File: src/rtl/core/imh_pkg.sv
package imh_pkg;

	localparam int CAP   = 64;
	localparam int IDX_W = (CAP > 1) ? $clog2(CAP) : 1;
	localparam int OCC_W = $clog2(CAP + 1);
	localparam int CW    = IDX_W + 2;
	localparam int KEY_W = 64;
	localparam int POS_W = 6;
	localparam int ENT_W = 2 * KEY_W;

	localparam logic [2:0] M_ADD     = 3'd0;
	localparam logic [2:0] M_SET     = 3'd1;
	localparam logic [2:0] M_DEL     = 3'd2;
	localparam logic [2:0] M_MIN     = 3'd3;
	localparam logic [2:0] M_MAX     = 3'd4;
	localparam logic [2:0] M_EXTRACT = 3'd5;
	localparam logic [2:0] M_SEARCH  = 3'd6;

	typedef enum logic [2:0] {
		ST_OK      = 3'd0,
		ST_DUP     = 3'd1,
		ST_MISSING = 3'd2,
		ST_EMPTY   = 3'd3,
		ST_FULL    = 3'd4
	} st_t;

	typedef enum logic [4:0] {
		OP_NONE,
		OP_LOAD,
		OP_FIND_RD,
		OP_FIND_CMP,
		OP_ADD_START,
		OP_SET_WR,
		OP_ROOT_RD,
		OP_ROOT_TAKE,
		OP_MAX_INIT,
		OP_MAX_RD,
		OP_MAX_CMP,
		OP_LAST_RD,
		OP_LAST_TAKE,
		OP_UP_RD,
		OP_UP_MOVE,
		OP_DN_RD_L,
		OP_DN_RD_R,
		OP_DN_MOVE,
		OP_HOLE_WR,
		OP_OUT
	} op_t;

	typedef enum logic [4:0] {
		S_IDLE,
		S_START,
		S_FIND_RD,
		S_FIND_CMP,
		S_SET_WR,
		S_ROOT_RD,
		S_ROOT_TAKE,
		S_MAX_RD,
		S_MAX_CMP,
		S_LAST_RD,
		S_LAST_TAKE,
		S_UP_CHK,
		S_UP_CMP,
		S_DN_CHK,
		S_DN_RD_R,
		S_DN_CMP,
		S_HOLE_WR,
		S_DONE
	} state_t;

	typedef struct packed {
		op_t op;
		logic st_ld;
		st_t st;
	} cmd_t;

	typedef struct packed {
		logic [2:0] mode;
		logic [OCC_W-1:0] occ;
		logic scan_end;
		logic match;
		logic empty;
		logic full;
		logic hole_root;
		logic hole_past;
		logic down_dir;
		logic up_less;
		logic dn_leaf;
		logic dn_stop;
		logic out_busy;
	} stat_t;

endpackage

File: src/rtl/core/imh_ctrl.sv
module imh_ctrl (
	input  logic clk,
	input  logic arst_n,
	input  logic in_valid,
	output logic in_stall,
	input  imh_pkg::stat_t stat,
	output imh_pkg::cmd_t cmd
);
	import imh_pkg::*;

	state_t state_q, state_d;

	always_ff @(posedge clk or negedge arst_n) begin
		if (!arst_n) begin
			state_q <= S_IDLE;
		end else begin
			state_q <= state_d;
		end
	end

	always_comb begin
		state_d   = state_q;
		cmd.op    = OP_NONE;
		cmd.st_ld = 1'b0;
		cmd.st    = ST_OK;
		in_stall  = (state_q != S_IDLE);
		unique case (state_q)
			S_IDLE: begin
				if (in_valid) begin
					cmd.op  = OP_LOAD;
					state_d = S_START;
				end
			end
			S_START: begin
				unique case (stat.mode)
					M_ADD, M_SET, M_DEL, M_SEARCH: state_d = S_FIND_RD;
					M_MIN, M_EXTRACT: begin
						if (stat.empty) begin
							cmd.st_ld = 1'b1;
							cmd.st    = ST_EMPTY;
							state_d   = S_DONE;
						end else begin
							state_d = S_ROOT_RD;
						end
					end
					M_MAX: begin
						if (stat.empty) begin
							cmd.st_ld = 1'b1;
							cmd.st    = ST_EMPTY;
							state_d   = S_DONE;
						end else begin
							cmd.op  = OP_MAX_INIT;
							state_d = S_MAX_RD;
						end
					end
					default: state_d = S_DONE;
				endcase
			end
			S_FIND_RD: begin
				if (stat.scan_end) begin
					if (stat.mode == M_ADD) begin
						if (stat.full) begin
							cmd.st_ld = 1'b1;
							cmd.st    = ST_FULL;
							state_d   = S_DONE;
						end else begin
							cmd.op  = OP_ADD_START;
							state_d = S_UP_CHK;
						end
					end else begin
						cmd.st_ld = 1'b1;
						cmd.st    = ST_MISSING;
						state_d   = S_DONE;
					end
				end else begin
					cmd.op  = OP_FIND_RD;
					state_d = S_FIND_CMP;
				end
			end
			S_FIND_CMP: begin
				cmd.op = OP_FIND_CMP;
				if (!stat.match) begin
					state_d = S_FIND_RD;
				end else begin
					unique case (stat.mode)
						M_ADD: begin
							cmd.st_ld = 1'b1;
							cmd.st    = ST_DUP;
							state_d   = S_DONE;
						end
						M_SET:   state_d = S_SET_WR;
						M_DEL:   state_d = S_LAST_RD;
						default: state_d = S_DONE;
					endcase
				end
			end
			S_SET_WR: begin
				cmd.op  = OP_SET_WR;
				state_d = S_DONE;
			end
			S_ROOT_RD: begin
				cmd.op  = OP_ROOT_RD;
				state_d = S_ROOT_TAKE;
			end
			S_ROOT_TAKE: begin
				cmd.op  = OP_ROOT_TAKE;
				state_d = (stat.mode == M_EXTRACT) ? S_LAST_RD : S_DONE;
			end
			S_MAX_RD: begin
				if (stat.scan_end) begin
					state_d = S_DONE;
				end else begin
					cmd.op  = OP_MAX_RD;
					state_d = S_MAX_CMP;
				end
			end
			S_MAX_CMP: begin
				cmd.op  = OP_MAX_CMP;
				state_d = S_MAX_RD;
			end
			S_LAST_RD: begin
				cmd.op  = OP_LAST_RD;
				state_d = S_LAST_TAKE;
			end
			S_LAST_TAKE: begin
				cmd.op = OP_LAST_TAKE;
				priority if (stat.hole_past) begin
					state_d = S_DONE;
				end else if (stat.down_dir) begin
					state_d = S_DN_CHK;
				end else begin
					state_d = S_UP_CHK;
				end
			end
			S_UP_CHK: begin
				if (stat.hole_root) begin
					state_d = S_HOLE_WR;
				end else begin
					cmd.op  = OP_UP_RD;
					state_d = S_UP_CMP;
				end
			end
			S_UP_CMP: begin
				if (stat.up_less) begin
					cmd.op  = OP_UP_MOVE;
					state_d = S_UP_CHK;
				end else begin
					state_d = S_HOLE_WR;
				end
			end
			S_DN_CHK: begin
				if (stat.dn_leaf) begin
					state_d = S_HOLE_WR;
				end else begin
					cmd.op  = OP_DN_RD_L;
					state_d = S_DN_RD_R;
				end
			end
			S_DN_RD_R: begin
				cmd.op  = OP_DN_RD_R;
				state_d = S_DN_CMP;
			end
			S_DN_CMP: begin
				if (stat.dn_stop) begin
					state_d = S_HOLE_WR;
				end else begin
					cmd.op  = OP_DN_MOVE;
					state_d = S_DN_CHK;
				end
			end
			S_HOLE_WR: begin
				cmd.op  = OP_HOLE_WR;
				state_d = S_DONE;
			end
			S_DONE: begin
				if (!stat.out_busy) begin
					cmd.op  = OP_OUT;
					state_d = S_IDLE;
				end
			end
			default: state_d = S_IDLE;
		endcase
	end

endmodule

File: config.mk
export PLATFORM = sky130hd
export DESIGN_NAME = imh_ctrl
export DESIGN_NICKNAME = d
export VERILOG_FILES = /design/src/rtl/core/imh_pkg.sv /design/src/rtl/core/imh_ctrl.sv
export SDC_FILE = /design/constraint.sdc
export NUM_CORES = 1
export LEC_CHECK = 0
export BUFFER_PORTS_ARGS = -buffer_cell sky130_fd_sc_hd__clkbuf_2
export CORE_ASPECT_RATIO = 1.25
export CORE_MARGIN = 2
export CORE_UTILIZATION = 51
export DETAILED_ROUTE_END_ITERATION = 16
export PLACE_DENSITY = 0.8
export SLEW_MARGIN = 20
export SYNTH_ARGS = -nofsm -noshare
export SYNTH_HDL_FRONTEND = slang
export SYNTH_SLANG_ARGS = --single-unit
File: constraint.sdc
create_clock -name clk -period 2.2 [get_ports clk]
set_input_delay 0 -clock clk [delete_from_list [all_inputs] [get_ports clk]]
set_output_delay 0 -clock clk [all_outputs]
set_load 0.02 [all_outputs]
==> metrics.csv, run 1 <==
metric;value;unit
outcome;finished, final reports clean;
crit_path_end_kind;output pin;
clk_pin_slew_worst_paths;0.05;ns
leakagePower;0.000540;µW
stdcell_area;1290;µm²
layout_commonest_cell;clkbuf_2;
layout_common_cells;clkbuf_2, nand3_1, nand2_1, buf_4, nand2b_1;
syn_nets;181;
netlist_instances;157;
grt_max_degree;19;
clock.fmax;481;MHz
start_kind;flip-flop;
use_met2;0.505;
fp.dieW;44.6;µm
grt_use_met3;0.0396;
cts-root-buf;clkbuf_4;
hold_viol_final;0;
place.gp.congestion;0.921;
rows;18;
io-pin-count;34;
syn_area;1050;µm²
antenna_found_initial;0;
timing.final.crit_period;2.08;ns
r2r_setup_slack;0.36;ns
largest_register;state_q;
cp_max_fo;12;
die_y;54.8;µm
dp.cells;196;
vias_per_cell;6.68;
finalCritPeriodShare;0.945;
drt-pass1-iter-count;4;
gr-usage-all-layers;0.295;
start_util;0.537;
maxSlewViolCount;0;
final_cell_count_no_fill;205;
via_count;1369;
portBuffers;26;
setup_viol;0;
wl_per_cell;16.2;µm
cp.arrival;2.08;ns
cts_buffer_depth;2;
slew-limit-headroom;0.631;
worstHoldPathType;input pin to flip-flop;
hpwl;2.54;mm
postRouteAntennaNets;0;
grt_setup_unrepaired;no;
synth_area_per_cell;6.70;µm²
synth_edf_count;0;
skew;0.00493;ns
worstSetupPathType;flip-flop to output pin;
synth_cell_types;49;
largest_register_ffs;5;
numCtsBuffers;3;
cap_viol_max_count;0;
grt_pass1_vias;1184;
worst_pin_slew;0.548;ns
clkLatencyLatePin;0.24;ns
yosys_warnings;0;
peakVddDrop;0.706;mV
synthArstFlopShare;1.00;
p_per_area;995;nW/µm²
cp_data_required_time;2.20;ns
die_area;2440;µm²
fillCellCount;181;
synth_flop_cell;dfrtp_1;
reg_top3;state_q x5;
nets;210;
drc;0;
grt_pass1_wl;5.47;mm
hold_ws;0.0595;ns
cts_tree;built;
overflow;0;
placed_area;1200;µm²
syn_to_final_growth;22.8;%
fin_total_pwr;1290;µW
yosysSeqAreaShare;0.119;
cts.sink_count;5;
antenna_cells;0;
drive_gt1_frac;0.292;
fin_tns_setup;0;ns
core_region_area;1960;µm²
finalWirelength;3.32;mm
drt_iter0_markers;54;
htree_num_levels;1;
grt_busiest_layer;met2;
use_met1;0.393;
synth-seq-cells;5;
worst max-delay path, stage by stage (launching register included):
cell	delay, ns
dfrtp_1	0.52
buf_4	0.25
inv_1	0.08
or3_1	0.39
o221a_2	0.26
o311ai_0	0.11
clkbuf_2	0.24
synthesized netlist by cell type (2+ instances only):
| cell type | n | share of area |
|---|---|---|
| and3_1 | 3 | 0.018 |
| a211o_1 | 2 | 0.017 |
| a211oi_1 | 2 | 0.014 |
| o2bb2ai_1 | 2 | 0.017 |
| xor2_1 | 2 | 0.017 |
| o21ai_0 | 7 | 0.033 |
| a31oi_1 | 2 | 0.012 |
| mux2i_1 | 2 | 0.019 |
| buf_2 | 3 | 0.014 |
| dfrtp_1 | 5 | 0.12 |
| o211ai_1 | 3 | 0.021 |
| nand2_1 | 12 | 0.043 |
| a21oi_1 | 7 | 0.033 |
| a2111oi_0 | 2 | 0.017 |
| nor4_1 | 5 | 0.030 |
| nand2b_1 | 8 | 0.048 |
| nor2_1 | 5 | 0.018 |
| o22ai_1 | 3 | 0.018 |
| nand3_1 | 14 | 0.067 |
| nand4_1 | 2 | 0.012 |
| nor2b_1 | 6 | 0.036 |
| inv_1 | 6 | 0.021 |
| nand3b_1 | 6 | 0.043 |
| a2bb2oi_1 | 2 | 0.017 |
| or3_1 | 2 | 0.012 |
| nor3b_1 | 3 | 0.021 |
| nor3_1 | 7 | 0.033 |
| or3b_2 | 3 | 0.025 |
| clkbuf_1 | 11 | 0.039 |
cell type report:
cell class | count | area [µm²] | area share
flip-flops and latches | 5 | 128 | 0.0987
repair buffers | 40 | 250 | 0.194
multi-input cells | 130 | 841 | 0.651
well taps | 20 | 25.0 | 0.0194
inverters | 6 | 22.5 | 0.0174
clock buffers | 4 | 26.3 | 0.0203
cell families after synthesis:
kind of cell | after synthesis | synth area share
AND/OR/NAND/NOR | 82 | 0.454
AO/OA/AOI/OAI | 43 | 0.294
buffers and inverters | 22 | 0.0892
flip-flops | 5 | 0.119
XOR/XNOR | 3 | 0.0250
multiplexers | 2 | 0.0190
worst paths after layout:
kind | from | to | cells past startpoint
max | state_q[1]$_DFFE_PN0P_ | cmd[4] | 6
min | stat[4] | state_q[2]$_DFFE_PN0P_ | 3
max reg2reg | state_q[2]$_DFFE_PN0P_ | state_q[4]$_DFFE_PN0P_ | 6
min reg2reg | state_q[2]$_DFFE_PN0P_ | state_q[1]$_DFFE_PN0P_ | 3
max in group asynchronous | arst_n | state_q[3]$_DFFE_PN0P_ | 2
min in group asynchronous | arst_n | state_q[4]$_DFFE_PN0P_ | 2
per-layer routing:
layer | share of wire | vias to the layer above | routed length, µm
li1 | - | 658 | -
met1 | 0.42 | 631 | 1400
met2 | 0.48 | 71 | 1600
met3 | 0.075 | 9 | 250
met4 | 0.019 | 0 | 63
met5 | 0 | - | 0
where the power goes:
| part | switching, µW | internal (µW) |
|---|---|---|
| logic | 542 | 419 |
| clock network | 39.7 | 68.7 |
| registers | 91.5 | 126 |
through the flow:
| stage | utilization | setup WS [ns] |
|---|---|---|
| finish | 0.660 | 0.121 |
| detailed placement | 0.614 | 0.277 |
| global placement | 0.614 | 0.311 |
| global route | 0.660 | 0.0237 |
| CTS | 0.633 | 0.0177 |
| floorplan | - | 0.345 |
timing repair:
action | CTS | global route
hold buffers | 1 | 0
setup buffers | 0 | 4
resized for setup | 0 | 5
hold endpoints to repair | 5 | 0
setup endpoints to repair | 0 | 5
Note: power is estimated with default switching activity, not from simulation.
==> run 2, diff against run 1 <==
==> constraint.sdc (replaced) <==
create_clock -name clk -period 2.2 [get_ports clk]
set_input_delay 0.33 -clock clk [delete_from_list [all_inputs] [get_ports clk]]
set_output_delay 0.33 -clock clk [all_outputs]
set_load 0.02 [all_outputs]
==> run 2 against run 1 <==
Wire length decreased by 3.9%. Clock power about the same. Critical path depth unchanged. Die area unchanged. Combinational power increased by 8%. Utilization increased by 4.1 points. Flip-flop and latch count unchanged. Worst hold slack improved by 0.32 ns. First-iteration DRC count increased by 20%. Non-clock buffer count increased by 5. Clock skew decreased by 0.0029 ns. Sequential share of layout area decreased by 0.30 points. Critical path type unchanged. Critical endpoint is now cmd[6]. Largest cell class unchanged. Largest power group unchanged. Highest routed layer unchanged.
==> metrics.csv, run 2 (synthesis gave the netlist of run 1 again) <==
metric;value;unit
outcome;finished, final reports clean;
critPathTopFamily;simple AND/OR/NAND/NOR gates;
skew;0.00202;ns
layout_commonest_cell;clkbuf_2;
gr-usage-all-layers;0.278;
vias_per_cell;6.46;
numCtsBuffers;3;
start_util;0.537;
clkLatencyLatePin;0.24;ns
hold_viol_final;0;
cp.arrival;1.80;ns
worst-path-stages;6;
grt_pass1_vias;1198;
critPathBufInv;2;
grt_setup_unrepaired;yes;
die_area;2440;µm²
hpwl;2.57;mm
crit_path_end_kind;output pin;
worst_pin_slew;0.546;ns
cts_tree;built;
postRouteAntennaNets;0;
cts_buffer_depth;2;
core_region_area;1960;µm²
syn_to_final_growth;30.4;%
portBuffers;26;
post-place-ws;0.198;ns
rows;18;
wl_per_cell;15.2;µm
place.gp.congestion;0.940;
fp.dieW;44.6;µm
cts-root-buf;clkbuf_4;
finalCritPeriodShare;0.966;
r2r-end;state_q[4]$_DFFE_PN0P_;
reg_top3;state_q x5;
slew-limit-headroom;0.633;
drive_gt1_frac;0.363;
io-pin-count;34;
setup_viol;0;
cap_viol_max_count;0;
rr_worst_depth;5;
layout_common_cells;clkbuf_2, buf_4, nand3_1;
fin_tns_setup;0;ns
maxSlewViolCount;0;
leakagePower;0.000564;µW
antenna_cells;0;
placed_area;1270;µm²
timing.final.crit_period;2.13;ns
clk_pin_slew_worst_paths;0.04;ns
crit_start;state_q[2]$_DFFE_PN0P_;
drt_iter0_markers;65;
start_kind;flip-flop;
critPathMaxStageDelay;0.45;ns
drt-pass1-iter-count;4;
die_y;54.8;µm
nets;215;
clock.fmax;470;MHz
stdcell_area;1370;µm²
grt_pass1_wl;5.13;mm
rr_startpoint;state_q[0]$_DFFE_PN0P_;
via_count;1357;
setup_ws;0.0741;ns
cp_data_required_time;1.87;ns
p_per_area;994;nW/µm²
crit_end;cmd[6];
cp_max_fo;16;
r2r_setup_slack;0.41;ns
finalWirelength;3.19;mm
worstHoldPathType;input pin to flip-flop;
cts.sink_count;5;
worstSetupPathType;flip-flop to output pin;
overflow;0;
htree_num_levels;1;
antenna_found_initial;0;
slowest_stage;dfrtp_2;
post-cts-setup-buffer-count;0;
largest_register;state_q;
worstPathCellList;buf_6 -> nor3b_2 -> and3_4 -> nand3b_1 -> o211ai_1 -> clkbuf_2;
drc;0;
peakVddDrop;0.646;mV
largest_register_ffs;5;
grt_max_degree;17;
[run 2: worst min-delay path by stage]
stage,cells past startpoint,start,slack (ns),end
floorplan,0,arst_n,0.03,state_q[0]$_DFFE_PN0P_
global placement,1,arst_n,0.14,state_q[4]$_DFFE_PN0P_
detailed placement,1,arst_n,0.15,state_q[1]$_DFFE_PN0P_
CTS,3,stat[4],0.37,state_q[2]$_DFFE_PN0P_
global route,3,stat[4],0.38,state_q[2]$_DFFE_PN0P_
finish,3,stat[4],0.38,state_q[2]$_DFFE_PN0P_
[run 2: final cells by class]
| cell class | count | area [µm²] |
|---|---|---|
| inverter | 6 | 22.5 |
| fill | 162 | 587 |
| clock buffer | 4 | 26.3 |
| timing repair buffer | 45 | 282 |
| tap | 20 | 25.0 |
| multi-input combinational | 130 | 886 |
| sequential | 5 | 131 |
[run 2: timing repair]
action | in CTS | in global routing
resized for setup | 2 | 23
endpoints found under the hold margin | 5 | 0
hold buffers | 1 | 0
setup endpoints to repair | 3 | 9
[run 2: stage by stage]
step / total power (µW) / util / hold WS, ns / std cells
global route: 1470 / 0.701 / 0.384 / 210
global placement: 1150 / 0.649 / 0.142 / 205
finish: 1360 / 0.701 / 0.378 / 210
CTS: 1280 / 0.668 / 0.373 / 210
floorplan: 842 / - / 0.0344 / 157
detailed placement: 1170 / 0.649 / 0.150 / 205
[run 2: layer usage]
metal	vias up	track usage	wire (µm)
li1	663	-	-
met1	616	0.354	1350
met2	72	0.500	1560
met3	6	0.0231	240
met4	0	0.0606	36
met5	-	0	0
[run 2: report_power, final]
part	total, µW	switching [µW]	internal, µW
combinational	1040	578	459
sequential	221	89.0	132
clock	106	37.5	68.6
total	1360	705	660
[run 2: worst register-to-register path: stages, from the launching register on]
cell and delay, ns:
dfrtp_2 0.49, buf_4 0.18, nor2b_1 0.19, o2bb2ai_1 0.09, o21ai_0 0.25, or4b_1 0.46
==> run 3, diff against run 2 <==
--- a/config.mk
+++ b/config.mk
@@ -10,7 +10,7 @@
 export CORE_MARGIN = 2
 export CORE_UTILIZATION = 51
 export DETAILED_ROUTE_END_ITERATION = 16
-export PLACE_DENSITY = 0.8
+export PLACE_DENSITY_LB_ADDON = 0.2
 export SLEW_MARGIN = 20
 export SYNTH_ARGS = -nofsm -noshare
 export SYNTH_HDL_FRONTEND = slang
==> run 3 against run 2 <==
Worst hold slack improved by 0.012 ns. Flip-flop and latch count unchanged. Critical path depth decreased by 1.
==> metrics.csv, run 3 (synthesis gave the netlist of run 1 again) <==
metric;value;unit
drive_gt1_frac;0.356;
dp.cells;203;
drc;0;
layout_commonest_cell;clkbuf_2;
hp-start;stat[4];
largest_register;state_q;
nets;216;
worstHoldPathType;input pin to flip-flop;
die_area;2440;µm²
fillCellCount;168;
htree_num_levels;1;
hold_viol_final;0;
rr_startpoint;state_q[4]$_DFFE_PN0P_;
drt_iter0_markers;53;
fin_tns_setup;0;ns
reg_top3;state_q x5;
clock.fmax;471;MHz
numCtsBuffers;3;
slew-limit-headroom;0.629;
finalCritPeriodShare;0.966;
cap_viol_max_count;0;
cp_data_required_time;1.87;ns
cts.sink_count;5;
cp.arrival;1.80;ns
setup_viol;0;
overflow;0;
maxSlewViolCount;0;
antenna_found_initial;0;
final_cell_count_no_fill;211;
worst_pin_slew;0.551;ns
largest_register_ffs;5;
portBuffers;26;
via_count;1373;
grt_max_degree;13;
setup_ws;0.0748;ns
syn_to_final_growth;29.6;%
antenna_cells;0;
core_region_area;1960;µm²
timing.final.crit_period;2.13;ns
grt_setup_unrepaired;yes;
worstSetupPathType;flip-flop to output pin;
die_y;54.8;µm
start_kind;flip-flop;
start_util;0.537;
gr-usage-all-layers;0.292;
drt-pass1-iter-count;4;
leakagePower;0.000570;µW
grt_pass1_wl;5.33;mm
slowest_stage;dfrtp_2;
vias_per_cell;6.51;
cts_buffer_depth;2;
crit_start;state_q[1]$_DFFE_PN0P_;
critPathTopFamily;simple AND/OR/NAND/NOR gates;
io-pin-count;34;
crit_path_end_kind;output pin;
fin_total_pwr;1360;µW
outcome;finished, final reports clean;
post-place-ws;0.193;ns
cts-root-buf;clkbuf_4;
finalWirelength;3.37;mm
rows;18;
critPathMaxStageDelay;0.47;ns
cts_tree;built;
wl_per_cell;16.0;µm
grt_pass1_vias;1168;
critPathBufInv;1;
skew;0.00437;ns
p_per_area;1000;nW/µm²
hpwl;2.58;mm
layout_common_cells;clkbuf_2, buf_4, nand3_1;
peakVddDrop;0.709;mV
postRouteAntennaNets;0;
cp_max_fo;9;
clk_pin_slew_worst_paths;0.05;ns
worstPathCellList;or3_4 -> nor4_2 -> o21ai_1 -> nand3_1 -> clkbuf_2;
clkLatencyLatePin;0.24;ns
fp.dieW;44.6;µm
place.gp.congestion;0.906;
-- run 3: cell types whose count changed in the layout (fill, tap and decap cells not counted), sizes merged --
cell	previous run	this run
buf	20	21
-- run 3: routing by layer --
layer,up-vias,wire length (µm),global-route usage
met5,-,0,0
met4,0,118,0.121
met3,15,208,0.0330
met2,67,1700,0.500
met1,620,1350,0.366
li1,671,-,-
-- run 3: worst reg2reg max path, delay by kind of cell (launching register included) --
family	cells	cell delay, ns
compound gates	1	0.19
flops	1	0.52
simple gates	3	0.97
-- run 3: cell type report --
cell class | count | area (µm²) | area share
clock buffer | 4 | 26.3 | 0.0193
multi-input combinational | 130 | 876 | 0.642
inverter | 6 | 22.5 | 0.0165
timing repair buffer | 46 | 285 | 0.209
sequential | 5 | 129 | 0.0945
tap | 20 | 25.0 | 0.0183
-- run 3: power by group --
part | leakage, µW | switching [µW] | internal [µW]
Combinational | 0.000495 | 592 | 464
Clock | 0.0000150 | 39.5 | 68.7
Sequential | 0.0000599 | 72.3 | 128
-- run 3: worst paths after layout --
| kind | end | slack (ns) | cells past startpoint |
|---|---|---|---|
| max | cmd[3] | 0.07 | 5 |
| min | state_q[2]$_DFFE_PN0P_ | 0.39 | 3 |
| max reg2reg | state_q[4]$_DFFE_PN0P_ | 0.38 | 4 |
| min reg2reg | state_q[1]$_DFFE_PN0P_ | 0.73 | 3 |
| max in group asynchronous | state_q[2]$_DFFE_PN0P_ | 1.60 | 2 |
| min in group asynchronous | state_q[0]$_DFFE_PN0P_ | 0.45 | 2 |
-- run 3: what timing repair did --
item | 4_1_cts | 5_1_grt
pin swaps | 0 | 0
endpoints found under the hold margin | 5 | 0
endpoints found under the setup margin | 5 | 6
gates resized for setup | 6 | 13
hold buffers | 1 | 0
setup buffers | 0 | 3
-- run 3: per-stage QoR --
step	hold slack [ns]	cell area (µm²)	util
floorplan	0.0344	1050	-
global placement	0.143	1260	0.641
detailed placement	0.147	1260	0.641
CTS	0.379	1300	0.665
global route	0.383	1360	0.696
finish	0.390	1360	0.696
